[src/hw/rtl/kvp_pkg.sv]
// Shared types, character codes and helpers for the key/value parameter parser.
package kvp_pkg;

	localparam int FILL_W     = 7;
	localparam int INT_W      = 16;
	localparam int FRAC_W     = 20;
	localparam int FCNT_W     = 3;
	localparam int CODE_W     = 3;
	localparam int VALUE_W    = 32;
	localparam int MAG_W      = 33;
	localparam int CFG_IDX_W  = 1;

	localparam int FRAC_DIGITS_MAX = 6;
	localparam int DIV_IN_W        = 30;
	localparam int RECIP_W         = 31;
	localparam int RECIP_SHIFT     = 44;

	// Rounding a fraction over 10^6 is done with numerator and denominator divided by 2^6, and
	// the reciprocal of the remaining 15625 is exact for every numerator below 2^30.
	localparam logic [DIV_IN_W-1:0] ROUND_BIAS = 30'd7812;
	localparam logic [RECIP_W-1:0]  RECIP_MUL  = 31'd1125899907;

	localparam logic [CFG_IDX_W-1:0] REG_HEAD_CHAR = 1'd0;
	localparam logic [CFG_IDX_W-1:0] REG_END_CHAR  = 1'd1;

	localparam logic [7:0] HEAD_CHAR_RST = 8'd61;
	localparam logic [7:0] END_CHAR_RST  = 8'd10;

	localparam logic [7:0] CH_P     = 8'h50;
	localparam logic [7:0] CH_D     = 8'h44;
	localparam logic [7:0] CH_T     = 8'h54;
	localparam logic [7:0] CH_I     = 8'h49;
	localparam logic [7:0] CH_1     = 8'h31;
	localparam logic [7:0] CH_2     = 8'h32;
	localparam logic [7:0] CH_0     = 8'h30;
	localparam logic [7:0] CH_9     = 8'h39;
	localparam logic [7:0] CH_SPACE = 8'h20;
	localparam logic [7:0] CH_WS_LO = 8'h09;
	localparam logic [7:0] CH_WS_HI = 8'h0D;
	localparam logic [7:0] CH_PLUS  = 8'h2B;
	localparam logic [7:0] CH_MINUS = 8'h2D;
	localparam logic [7:0] CH_DOT   = 8'h2E;

	localparam logic [CODE_W-1:0] TGT_NONE = 3'd0;
	localparam logic [CODE_W-1:0] TGT_P1   = 3'd1;
	localparam logic [CODE_W-1:0] TGT_D1   = 3'd2;
	localparam logic [CODE_W-1:0] TGT_T1   = 3'd3;
	localparam logic [CODE_W-1:0] TGT_P2   = 3'd4;
	localparam logic [CODE_W-1:0] TGT_I2   = 3'd5;
	localparam logic [CODE_W-1:0] TGT_T2   = 3'd6;

	localparam logic [2:0] PH_SPACE = 3'd0;
	localparam logic [2:0] PH_SIGN  = 3'd1;
	localparam logic [2:0] PH_INT   = 3'd2;
	localparam logic [2:0] PH_FRAC  = 3'd3;
	localparam logic [2:0] PH_STOP  = 3'd4;

	typedef struct packed {
		logic [CODE_W-1:0] code;
		logic              negative;
		logic [INT_W-1:0]  int_part;
		logic [FRAC_W-1:0] frac;
		logic [FCNT_W-1:0] frac_cnt;
	} kvp_item_t;

	function automatic logic [FRAC_W-1:0] pow10(input logic [FCNT_W-1:0] n);
		logic [FRAC_W-1:0] r;
		unique case (n)
			3'd0: r = 20'd1;
			3'd1: r = 20'd10;
			3'd2: r = 20'd100;
			3'd3: r = 20'd1000;
			3'd4: r = 20'd10000;
			3'd5: r = 20'd100000;
			3'd6: r = 20'd1000000;
			default: r = 20'd1;
		endcase
		return r;
	endfunction

endpackage

[src/hw/rtl/kvp_parse.sv]
// Byte-level frame tracker: key capture, fill count and the running number parse.
module kvp_parse #(
	parameter int BUFFER_DEPTH    = 64,
	parameter int FRACTION_DIGITS = 6
) (
	input  logic                    clk,
	input  logic                    arst_n,
	input  logic [7:0]              head_char,
	input  logic [7:0]              end_char,
	input  logic                    byte_vld,
	input  logic [7:0]              byte_in,
	output logic                    res_valid,
	output kvp_pkg::kvp_item_t      res_item
);

	logic [7:0]                  prev_q, prev2_q, key1_q, key2_q;
	logic                        head_q, neg_q;
	logic [kvp_pkg::FILL_W-1:0]  fill_q;
	logic [2:0]                  phase_q;
	logic [kvp_pkg::INT_W-1:0]   int_q;
	logic [kvp_pkg::FRAC_W-1:0]  frac_q;
	logic [kvp_pkg::FCNT_W-1:0]  fcnt_q;

	logic [7:0]                  prev_n, prev2_n, key1_n, key2_n;
	logic                        head_n, neg_n;
	logic [kvp_pkg::FILL_W-1:0]  fill_n;
	logic [2:0]                  phase_n;
	logic [kvp_pkg::INT_W-1:0]   int_n;
	logic [kvp_pkg::FRAC_W-1:0]  frac_n;
	logic [kvp_pkg::FCNT_W-1:0]  fcnt_n;

	logic                        emit, clr, digit, is_ws;
	logic [3:0]                  dval;
	logic [19:0]                 int_t;
	logic [23:0]                 frac_t;
	logic [kvp_pkg::CODE_W-1:0]  code;

	always_comb begin
		priority if (key2_q == kvp_pkg::CH_1) begin
			priority if (key1_q == kvp_pkg::CH_P)      code = kvp_pkg::TGT_P1;
			else if (key1_q == kvp_pkg::CH_D)          code = kvp_pkg::TGT_D1;
			else if (key1_q == kvp_pkg::CH_T)          code = kvp_pkg::TGT_T1;
			else                                       code = kvp_pkg::TGT_NONE;
		end else if (key2_q == kvp_pkg::CH_2) begin
			priority if (key1_q == kvp_pkg::CH_P)      code = kvp_pkg::TGT_P2;
			else if (key1_q == kvp_pkg::CH_I)          code = kvp_pkg::TGT_I2;
			else if (key1_q == kvp_pkg::CH_T)          code = kvp_pkg::TGT_T2;
			else                                       code = kvp_pkg::TGT_NONE;
		end else begin
			code = kvp_pkg::TGT_NONE;
		end
	end

	always_comb begin
		digit  = (byte_in >= kvp_pkg::CH_0) && (byte_in <= kvp_pkg::CH_9);
		is_ws  = (byte_in == kvp_pkg::CH_SPACE) ||
		         ((byte_in >= kvp_pkg::CH_WS_LO) && (byte_in <= kvp_pkg::CH_WS_HI));
		dval   = digit ? 4'(byte_in - kvp_pkg::CH_0) : 4'd0;
		int_t  = ({4'd0, int_q} << 3) + ({4'd0, int_q} << 1) + {16'd0, dval};
		frac_t = ({4'd0, frac_q} << 3) + ({4'd0, frac_q} << 1) + {20'd0, dval};

		prev_n  = prev_q;
		prev2_n = prev2_q;
		key1_n  = key1_q;
		key2_n  = key2_q;
		head_n  = head_q;
		fill_n  = fill_q;
		phase_n = phase_q;
		neg_n   = neg_q;
		int_n   = int_q;
		frac_n  = frac_q;
		fcnt_n  = fcnt_q;
		emit    = 1'b0;
		clr     = 1'b0;

		priority if (byte_in == head_char) begin
			key1_n  = prev2_q;
			key2_n  = prev_q;
			head_n  = 1'b1;
			phase_n = kvp_pkg::PH_SPACE;
			neg_n   = 1'b0;
			int_n   = '0;
			frac_n  = '0;
			fcnt_n  = '0;
		end else if ((byte_in == end_char) && head_q) begin
			emit = 1'b1;
			clr  = 1'b1;
		end else if (head_q) begin
			unique case (phase_q)
				kvp_pkg::PH_SPACE: begin
					priority if (is_ws) begin
						phase_n = kvp_pkg::PH_SPACE;
					end else if ((byte_in == kvp_pkg::CH_PLUS) ||
					             (byte_in == kvp_pkg::CH_MINUS)) begin
						neg_n   = (byte_in == kvp_pkg::CH_MINUS);
						phase_n = kvp_pkg::PH_SIGN;
					end else if (digit) begin
						int_n   = {12'd0, dval};
						phase_n = kvp_pkg::PH_INT;
					end else if (byte_in == kvp_pkg::CH_DOT) begin
						phase_n = kvp_pkg::PH_FRAC;
					end else begin
						phase_n = kvp_pkg::PH_STOP;
					end
				end
				kvp_pkg::PH_SIGN, kvp_pkg::PH_INT: begin
					priority if (digit) begin
						int_n   = (int_t > 20'd65535) ? 16'hFFFF : int_t[15:0];
						phase_n = kvp_pkg::PH_INT;
					end else if (byte_in == kvp_pkg::CH_DOT) begin
						phase_n = kvp_pkg::PH_FRAC;
					end else begin
						phase_n = kvp_pkg::PH_STOP;
					end
				end
				kvp_pkg::PH_FRAC: begin
					if (digit) begin
						if (fcnt_q < kvp_pkg::FCNT_W'(FRACTION_DIGITS)) begin
							frac_n = frac_t[kvp_pkg::FRAC_W-1:0];
							fcnt_n = fcnt_q + 3'd1;
						end
					end else begin
						phase_n = kvp_pkg::PH_STOP;
					end
				end
				default: phase_n = kvp_pkg::PH_STOP;
			endcase
		end

		if (!emit) begin
			prev2_n = prev_q;
			prev_n  = byte_in;
			fill_n  = fill_q + 7'd1;
			if (fill_n >= kvp_pkg::FILL_W'(BUFFER_DEPTH)) begin
				clr = 1'b1;
			end
		end

		if (clr) begin
			prev_n  = '0;
			prev2_n = '0;
			key1_n  = '0;
			key2_n  = '0;
			head_n  = 1'b0;
			fill_n  = '0;
			phase_n = kvp_pkg::PH_SPACE;
			neg_n   = 1'b0;
			int_n   = '0;
			frac_n  = '0;
			fcnt_n  = '0;
		end
	end

	always_ff @(posedge clk or negedge arst_n) begin
		if (!arst_n) begin
			prev_q  <= '0;
			prev2_q <= '0;
			key1_q  <= '0;
			key2_q  <= '0;
			head_q  <= 1'b0;
			fill_q  <= '0;
			phase_q <= kvp_pkg::PH_SPACE;
			neg_q   <= 1'b0;
			int_q   <= '0;
			frac_q  <= '0;
			fcnt_q  <= '0;
		end else if (byte_vld) begin
			prev_q  <= prev_n;
			prev2_q <= prev2_n;
			key1_q  <= key1_n;
			key2_q  <= key2_n;
			head_q  <= head_n;
			fill_q  <= fill_n;
			phase_q <= phase_n;
			neg_q   <= neg_n;
			int_q   <= int_n;
			frac_q  <= frac_n;
			fcnt_q  <= fcnt_n;
		end
	end

	assign res_valid         = byte_vld && emit;
	assign res_item.code     = code;
	assign res_item.negative = neg_q;
	assign res_item.int_part = int_q;
	assign res_item.frac     = frac_q;
	assign res_item.frac_cnt = fcnt_q;

endmodule

[src/hw/rtl/kvp_fixcvt.sv]
// Pipelined decimal-fraction to fixed-point conversion with rounding and saturation.
module kvp_fixcvt #(
	parameter int FRACTION_BITS = 16
) (
	input  logic                          clk,
	input  logic                          arst_n,
	input  logic                          in_valid,
	output logic                          in_ready,
	input  kvp_pkg::kvp_item_t            in_item,
	output logic                          out_valid,
	input  logic                          out_ready,
	output logic [kvp_pkg::CODE_W-1:0]    out_code,
	output logic [kvp_pkg::VALUE_W-1:0]   out_value
);

	localparam int FracShift = FRACTION_BITS - kvp_pkg::FRAC_DIGITS_MAX;
	localparam int ProdW     = kvp_pkg::DIV_IN_W + kvp_pkg::RECIP_W;
	localparam logic [kvp_pkg::MAG_W-1:0] PosMax = 33'h0_7FFF_FFFF;
	localparam logic [kvp_pkg::MAG_W-1:0] NegMax = 33'h0_8000_0000;

	logic                         vld_s1, rdy_s1;
	logic [kvp_pkg::CODE_W-1:0]   code_s1;
	logic                         neg_s1;
	logic [kvp_pkg::INT_W-1:0]    intp_s1;
	logic [kvp_pkg::DIV_IN_W-1:0] num_s1;

	logic                         vld_s2, rdy_s2;
	logic [kvp_pkg::CODE_W-1:0]   code_s2;
	logic                         neg_s2;
	logic [kvp_pkg::MAG_W-1:0]    mag_s2;

	logic                         out_valid_q, out_rdy;
	logic [kvp_pkg::CODE_W-1:0]   out_code_q;
	logic [kvp_pkg::VALUE_W-1:0]  out_value_q;

	logic [2*kvp_pkg::FRAC_W-1:0] frac_prod;
	logic [kvp_pkg::DIV_IN_W-1:0] num_n;
	logic [ProdW-1:0]             quo_prod;
	logic [FRACTION_BITS:0]       quo;
	logic [kvp_pkg::MAG_W-1:0]    mag_n, neg_mag;

	// The fraction is brought to a denominator of 10^6 before the rounded division.
	always_comb begin
		frac_prod = (2*kvp_pkg::FRAC_W)'(in_item.frac) *
		            (2*kvp_pkg::FRAC_W)'(kvp_pkg::pow10(
		                kvp_pkg::FCNT_W'(kvp_pkg::FRAC_DIGITS_MAX) - in_item.frac_cnt));
		num_n     = (kvp_pkg::DIV_IN_W'(frac_prod[kvp_pkg::FRAC_W-1:0]) << FracShift) +
		            kvp_pkg::ROUND_BIAS;
		quo_prod  = ProdW'(num_s1) * ProdW'(kvp_pkg::RECIP_MUL);
		quo       = quo_prod[kvp_pkg::RECIP_SHIFT +: FRACTION_BITS + 1];
		mag_n     = kvp_pkg::MAG_W'({intp_s1, {FRACTION_BITS{1'b0}}}) +
		            kvp_pkg::MAG_W'(quo);
		neg_mag   = '0 - mag_s2;
	end

	assign in_ready = rdy_s1;
	assign rdy_s1   = !vld_s1 || rdy_s2;
	assign rdy_s2   = !vld_s2 || out_rdy;
	assign out_rdy  = !out_valid_q || out_ready;

	always_ff @(posedge clk or negedge arst_n) begin
		if (!arst_n) begin
			vld_s1      <= 1'b0;
			vld_s2      <= 1'b0;
			out_valid_q <= 1'b0;
		end else begin
			if (rdy_s1) begin
				vld_s1 <= in_valid;
			end
			if (rdy_s2) begin
				vld_s2 <= vld_s1;
			end
			if (out_rdy) begin
				out_valid_q <= vld_s2;
			end
		end
	end

	always_ff @(posedge clk) begin
		if (rdy_s1) begin
			code_s1 <= in_item.code;
			neg_s1  <= in_item.negative;
			intp_s1 <= in_item.int_part;
			num_s1  <= num_n;
		end
		if (rdy_s2) begin
			code_s2 <= code_s1;
			neg_s2  <= neg_s1;
			mag_s2  <= mag_n;
		end
		if (out_rdy) begin
			out_code_q <= code_s2;
			if (neg_s2) begin
				out_value_q <= (mag_s2 > NegMax) ? 32'h8000_0000 : neg_mag[31:0];
			end else begin
				out_value_q <= (mag_s2 > PosMax) ? 32'h7FFF_FFFF : mag_s2[31:0];
			end
		end
	end

	assign out_valid = out_valid_q;
	assign out_code  = out_code_q;
	assign out_value = out_value_q;

endmodule

[src/hw/rtl/ascii_key_value_param_parser_unit.sv]
// Top level of the key/value parameter parser: configuration registers and stream ports.
// Takes one received byte per cycle while s_tready is high and recognizes frames of
// the form key, head character, decimal number, end character. Every byte is absorbed in
// the cycle it is transferred; the byte that ends a frame launches a result into a
// conversion pipeline of two stages and an output register: the first brings the decimal
// fraction to a common denominator, the second divides by reciprocal multiplication with
// rounding and adds the integer part, and the output register saturates the signed value.
// A result is offered once it has passed both stages and the output register; the stages
// fill independently, so input is only held back when all of them hold untaken results.
// The target code travels on m_tuser and the signed fixed-point value on m_tdata.
module ascii_key_value_param_parser_unit #(
	parameter int BUFFER_DEPTH    = 64,
	parameter int FRACTION_DIGITS = 6,
	parameter int FRACTION_BITS   = 16
) (
	input  logic                            clk,
	input  logic                            arst_n,
	input  logic                            s_tvalid,
	output logic                            s_tready,
	input  logic [7:0]                      s_tdata,   // [7:0] rx_byte
	output logic                            m_tvalid,
	input  logic                            m_tready,
	output logic [31:0]                     m_tdata,   // [31:0] value
	output logic [7:0]                      m_tuser,   // [2:0] target_code
	input  logic                            cfg_valid,
	output logic                            cfg_ready,
	input  logic [kvp_pkg::CFG_IDX_W-1:0]   cfg_index,
	input  logic [7:0]                      cfg_data
);

	logic [7:0]                 head_char_q, end_char_q;
	logic                       byte_vld, res_valid;
	kvp_pkg::kvp_item_t         res_item;
	logic [kvp_pkg::CODE_W-1:0] code;

	assign cfg_ready = 1'b1;

	always_ff @(posedge clk or negedge arst_n) begin
		if (!arst_n) begin
			head_char_q <= kvp_pkg::HEAD_CHAR_RST;
			end_char_q  <= kvp_pkg::END_CHAR_RST;
		end else if (cfg_valid) begin
			unique case (cfg_index)
				kvp_pkg::REG_HEAD_CHAR: head_char_q <= cfg_data;
				kvp_pkg::REG_END_CHAR:  end_char_q  <= cfg_data;
				default: ;
			endcase
		end
	end

	assign byte_vld = s_tvalid && s_tready;

	kvp_parse #(
		.BUFFER_DEPTH    (BUFFER_DEPTH),
		.FRACTION_DIGITS (FRACTION_DIGITS)
	) u_parse (
		.clk       (clk),
		.arst_n    (arst_n),
		.head_char (head_char_q),
		.end_char  (end_char_q),
		.byte_vld  (byte_vld),
		.byte_in   (s_tdata),
		.res_valid (res_valid),
		.res_item  (res_item)
	);

	kvp_fixcvt #(
		.FRACTION_BITS (FRACTION_BITS)
	) u_fixcvt (
		.clk       (clk),
		.arst_n    (arst_n),
		.in_valid  (res_valid),
		.in_ready  (s_tready),
		.in_item   (res_item),
		.out_valid (m_tvalid),
		.out_ready (m_tready),
		.out_code  (code),
		.out_value (m_tdata)
	);

	assign m_tuser = {5'd0, code};

endmodule

[config.mk]
export PLATFORM = sky130hd
export DESIGN_NAME = ascii_key_value_param_parser_unit
export DESIGN_NICKNAME = d
export VERILOG_FILES = /design/src/hw/rtl/kvp_pkg.sv /design/src/hw/rtl/kvp_parse.sv /design/src/hw/rtl/kvp_fixcvt.sv /design/src/hw/rtl/ascii_key_value_param_parser_unit.sv
export SDC_FILE = /design/constraint.sdc
export NUM_CORES = 1
export LEC_CHECK = 0
export BUFFER_PORTS_ARGS = -buffer_cell sky130_fd_sc_hd__buf_2
export CAP_MARGIN = 30
export CORE_MARGIN = 8
export CORE_UTILIZATION = 48
export DETAILED_ROUTE_END_ITERATION = 10
export HOLD_SLACK_MARGIN = 0.02
export RECOVER_POWER = 25
export SYNTH_ARGS = -nofsm -noshare
export SYNTH_HDL_FRONTEND = slang
export SYNTH_SLANG_ARGS = --single-unit
[constraint.sdc]
create_clock -name clk -period 11.7 [get_ports clk]
set_clock_uncertainty 0.05 [all_clocks]
set_input_delay 1.755 -clock clk [delete_from_list [all_inputs] [get_ports clk]]
set_output_delay 1.755 -clock clk [all_outputs]
set_load 0.005 [all_outputs]
* Word level (Yosys, flattened, before mapping)
Index checks and enable logic that the tools add are counted.
W data, S select, Z words.
** Operators by class
- Bitwise gates (word level) :: 1
- Add/sub/neg operators :: 11
- Order comparisons :: 9
- Eq/ne operators :: 29
- Multiply operators :: 2
- Multiplexer cells :: 70
- Reductions and logical operators :: 31
** Operator list (number)
- $mux W16 :: 9
- $mux W20 :: 7
- $pmux W20 S6 :: 1
- $mux W32 :: 3
- $mux W8 :: 8
- $mux W3 :: 21
- $mul A30 B31 Y61 const B :: 1
- $eq A8 B6 Y1 const B :: 6
- $add A20 B4 Y20 :: 2
- $add A32 B17 Y33 :: 1
- $gt A33 B31 Y1 const B :: 1
- $gt A33 B32 Y1 const B :: 1
- $eq A8 B7 Y1 const B :: 4
- $pmux W16 S2 :: 1
- $sub A1 B32 Y32 const A :: 1
- $add A30 B13 Y30 const B :: 1
- $add A19 B17 Y20 :: 1
- $add A20 B20 Y20 :: 1
- $gt A20 B16 Y1 const B :: 1
- $mul A20 B20 Y20 :: 1
- $reduce_bool A3 Y1 :: 6
- $eq A8 B8 Y1 :: 2
- $mux W7 :: 2
- $mux W1 :: 13
- 34 further kinds :: 58
** Word-level totals
- Output and inout port bits :: 43
- Logic and storage cells :: 178
- Input bits :: 22
- Flip-flop bits (word level) :: 224

* Depth between registers and ports, before layout
- Depth after elaboration :: 12
- Gate-level depth with buffers :: 32
- Gate-level depth less buffers :: 32

* By module
From an unflattened synthesis, not the netlist that was laid out.
** Unflattened totals
- Cell total of the unflattened synthesis :: 2778
- Area total of the unflattened synthesis :: 28034.4 µm²
** By module, submodules not included
- kvp_fixcvt :: area each 21232.9 µm², sequential area each 3438.3 µm², instances 1, cells each 2091
- kvp_parse :: area each 6119.6 µm², sequential area each 2077.0 µm², instances 1, cells each 643
- ascii_key_value_param_parser_unit :: area each 681.9 µm², sequential area each 409.1 µm², instances 1, cells each 44

* Worst setup path after synthesis
No wires, ideal clock.
- Path kind :: flip-flop to flip-flop
- Start point :: register u_parse.fcnt_q[2] (netlist name)
- End point :: register u_fixcvt.num_s1[28] (netlist name), data pin
- Library setup time :: 0.262 ns
- Clock period less this slack :: 8.512 ns
- Arrival :: 8.199 ns
- Data required time :: 11.388 ns
- Buffers on the path :: 2
- Cell stages (with the launch flop) :: 30
- Slack :: 3.188 ns
- Cells stage by stage :: dfrtp_1 clkbuf_1 clkinv_1 ha_1 nor3b_1 a21o_1 clkbuf_1 nand2_1 fa_1 inv_1 fa_1 inv_1 fa_1 inv_1 fa_1 ha_1 fa_1 inv_1 fa_1 inv_1 ha_1 and3_1 a221o_1 and2_1 o31a_1 a21o_1 nor4_1 and3_1 nand3_1 xnor2_1
** On the way
- Cells in the longest elaborated chain, start to end :: 5
- Elaborated cells on any way between the ends :: 10
- Those cells by class :: add/sub (2); mul (1); eq/ne (6); mux (1)
** Ends and longest elaborated chain
- start: declaration :: RTL line kvp_parse.sv:22 : logic [kvp_pkg::FCNT_W-1:0] fcnt_q;
- start signal: assignment :: RTL line kvp_parse.sv:178 : fcnt_q <= fcnt_n;
- $sub A3 B3 Y3 (*) :: RTL line kvp_fixcvt.sv:46 : kvp_pkg::FCNT_W'(kvp_pkg::FRAC_DIGITS_MAX) - in_item.frac_cnt));
- $eq A3 B3 Y1 (tied with other cells) :: RTL line kvp_pkg.sv:68 : unique case (n)
- $pmux W20 S6 (*) :: RTL line kvp_pkg.sv:68
- $mul A20 B20 Y20 (*) :: RTL line kvp_fixcvt.sv:44 : frac_prod = (2*kvp_pkg::FRAC_W)'(in_item.frac) *
- $add A30 B13 Y30 (*) :: RTL line kvp_fixcvt.sv:47 : num_n = (kvp_pkg::DIV_IN_W'(frac_prod[kvp_pkg::FRAC_W-1:0]) << FracShift) +
- named net u_fixcvt.num_n (one bit) :: RTL line kvp_fixcvt.sv:37 : logic [kvp_pkg::DIV_IN_W-1:0] num_n;
- end signal: assignment :: RTL line kvp_fixcvt.sv:84 : num_s1 <= num_n;
- end: declaration :: RTL line kvp_fixcvt.sv:25 : logic [kvp_pkg::DIV_IN_W-1:0] num_s1;
The timed path passes the listed nets; every way through them passes the cells marked *.
A chain may end at the register's enable or synchronous reset.

* Worst setup path in the final report
- Start point :: register u_parse.fcnt_q[2] (netlist name)
- End point :: register u_fixcvt.num_s1[29] (netlist name), data pin
Same word-level chain as after synthesis.

==> run metrics <==
status=complete, but fails checks; failing checks=max-capacitance violations, max-slew violations; # fillers=about 5300; Final min period=just under 10 ns; Clk network pwr share=43.1%; Cell Pwr Density=around 59 nW/um2; CP Max Fanout=19; Yosys Warn Count=0; internal power=~1300 uW; Comb pwr share=under 10%; H-tree depth=1; vias in the first global route=~20000; delay-heaviest family, CP=adder cells; max-capacitance violation count=2; Yosys top cell by area=fa_1; number of I/O port buffers=58; CTS sink count=214; Die ar.=64900 um2; Routed Antenna Nets=0; dpl hpwl=between 50000 and 60000 um; clk_lat worst skew=between 0.5 and 0.6 ns; Worst Setup Slack, final=~1.9 ns; average cell area after synthesis=approximately 9.9 um2; Main synth FF type=edfxtp_1; dpl cells=~3500; post-CTS setup buffer count=0; # DRC=0; post-synthesis sequential area ratio=around 22%; antenna cells=0; Routed WL=around 65000 um; setup TNS=0 ns; initial antenna violation count=0; Non-Filler Instances=approximately 3600; WS Path Type=flip-flop to flip-flop; WP data required=between 10 and 15 ns; final core utilization=between 50% and 60%; Yosys cell types=between 80 and 90; Finish-stage setup viols=0; Post-synth EDFFs=112; Die Ht=~250 um; layout cells sized above 1=6.10%; vias per std cell=approximately 5.3; # hold bufs at CTS=0; Layout Area Growth over Synthesis=6.78%; Die W=around 250 um; top cells by area, synth=fa_1, ha_1, edfxtp_1; critical path endpoint category=flip-flop; RSZ-0062 raised after global routing=no; maximum clock rate=around 100 MHz; clock buffer depth=3; Arrival @ worst endpoint=about 10 ns; asr flop ratio synth=roughly 48%; Switching Power=416 uW; most frequent CP cell=fa_1; Flop pwr share=roughly 51%; TritonCTS clock tree=yes; Hold WS=~0.37 ns; cell area after synthesis=between 20000 and 30000 um2; Tightest Pin Transition=2.89 ns; hold crit path type=flip-flop to flip-flop; CP max-delay cell=dfrtp_1; first-pass iteration count of the detailed router=4; Initial Util=around 49%; flop-to-flop setup slack=1.94 ns; Boundary Pins=65; Final Cycle Share=83.4%; DR vias=between 15000 and 20000; startpoint types=flip-flop; core area=56400 um2; WL per Instance=18.3 um; total grt overflow=0; first-pass GRT wire length=approximately 110000 um; Final Max Slew Viols=between 90 and 100; Yosys reg bits=roughly 210; pre-CTS setup slack=around 2 ns; 1st-iter DRT viols=approximately 950; GRT Total Usage=between 20 and 25%; final hold vios=0; gpl congestion=around 1; Inserted Clock Buffers=24; Clock Tree Root=clkbuf_16; post-synth top area share=about a quarter; Crit path largest cell delay=~0.73 ns; worst vdd ir=0.106 mV; Clock transition at path regs=approximately 0.060 ns; Rel. slew slack=-92.9%; LEAKAGE=between 0.015 and 0.02 uW; Rows=87; cells after synthesis=approximately 2800; Layout Nets=3579; largest net degree at the start of global routing=55; switching share of total power=between 20% and 30%; worst path bufs/invs=6; PostCTS Resize Cnt=0
logic make-up (layout without fill, tap and decap cells):
kind of cell               after synthesis  count (layout)  share of synthesized area, %
adders and majority gates              771             771                          44.5
and+or+nand+nor                        632             632                          11.3
buffers and inverters                  629             676                          8.77
AOI/OAI and AO/OA                      348             348                          8.48
DFF                                    214             214                          21.6
xor gates and xnor gates               139             139                          4.45
muxes                                   18              18                         0.736
other                                    2               6                        0.0274
cells in the final DEF, fill, tap and decap left out, types with 26 or more instances in the layout:
| cell | synthesis | final |
|---|---|---|
| nor3_1 | 26 | 26 |
| ha_1 | 432 | 432 |
| and2_1 | 78 | 78 |
| nor2_1 | 90 | 90 |
| a21o_1 | 34 | 34 |
| and3_1 | 31 | 31 |
| xor2_1 | 45 | 45 |
| buf_2 | 1 | 57 |
| nand2_1 | 254 | 254 |
| a21oi_1 | 58 | 58 |
| edfxtp_1 | 112 | 112 |
| nand3_1 | 34 | 33 |
| dfrtp_1 | 95 | 95 |
| o21ai_0 | 124 | 124 |
| fa_1 | 339 | 339 |
| xnor2_1 | 94 | 94 |
| inv_1 | 557 | 557 |
layout make-up:
type	count	area, um2	share of cell area [%]
multi-input combinational	1914	19100	65.3
timing repair buffer	73	402	1.37
clock inverter	19	180	0.617
clock buffer	25	604	2.07
inverter	559	2100	7.18
tap	756	946	3.24
sequential	214	5920	20.3
power groups by stage:
| stage | Sequential (uW) | Combinational (uW) | Clock [uW] |
|---|---|---|---|
| after detailed placement | 887 | 111 | 0 |
| after global routing | 878 | 127 | 795 |
| after CTS | 873 | 111 | 770 |
| after floorplan | 876 | 84.4 | 0 |
| final | 873 | 110 | 745 |
| after global placement | 885 | 108 | 0 |
sequential cells by signal, indices dropped and copies added, names as in the netlist, 3 cells and up:
name                flops
head_char_q             8
u_fixcvt.intp_s1       16
u_parse.prev2_q         8
u_parse.frac_q         20
u_parse.fill_q          7
u_fixcvt.num_s1        20
u_fixcvt.code_s2        3
u_parse.key2_q          8
u_parse.int_q          16
u_parse.key1_q          8
u_parse.prev_q          8
u_fixcvt.mag_s2        33
u_parse.phase_q         3
u_fixcvt.code_s1        3
u_parse.fcnt_q          3
u_fixcvt.out_value     32
u_fixcvt.out_code       3
end_char_q              8
path summary, 6_finish.rpt:
kind	end	startpoint	depth (start not counted)
min in group asynchronous	u_parse.frac_q[16]	arst_n	1
max reg2reg	u_fixcvt.num_s1[29]	u_parse.fcnt_q[2]	28
max	u_fixcvt.num_s1[29]	u_parse.fcnt_q[2]	28
max in group asynchronous	u_parse.int_q[6]	arst_n	2
min	u_fixcvt.code_s2[0]	u_fixcvt.code_s1[0]	0
min reg2reg	u_fixcvt.code_s2[0]	u_fixcvt.code_s1[0]	0
routing by layer:
layer  GRT usage [%]  share of wire (%)  up-vias
met4            4.09                2.1        0
met5               0                  0        -
met2            35.3                 49      307
li1                -                  -     9051
met3            1.81                2.9       70
met1            28.0                 46     9484
Yosys cell counts (18+ instances only):
| library cell | count |
|---|---|
| and2_1 | 78 |
| and3_1 | 31 |
| nand2_1 | 254 |
| nor3_1 | 26 |
| fa_1 | 339 |
| a21o_1 | 34 |
| xor2_1 | 45 |
| xnor2_1 | 94 |
| clkbuf_1 | 57 |
| o21ai_0 | 124 |
| edfxtp_1 | 112 |
| nand4_1 | 22 |
| ha_1 | 432 |
| nand3_1 | 34 |
| nor2b_1 | 18 |
| dfrtp_1 | 95 |
| inv_1 | 557 |
| nor2_1 | 90 |
| a21oi_1 | 58 |
stage by stage:
step / power (uW) / instance area [um2]
after floorplan: 960 / 27400
after CTS: 1750 / 29200
after detailed placement: 999 / 28500
after global placement: 992 / 28400
final: 1730 / 29200
after global routing: 1800 / 29200
(Power assumes the default switching activity.)
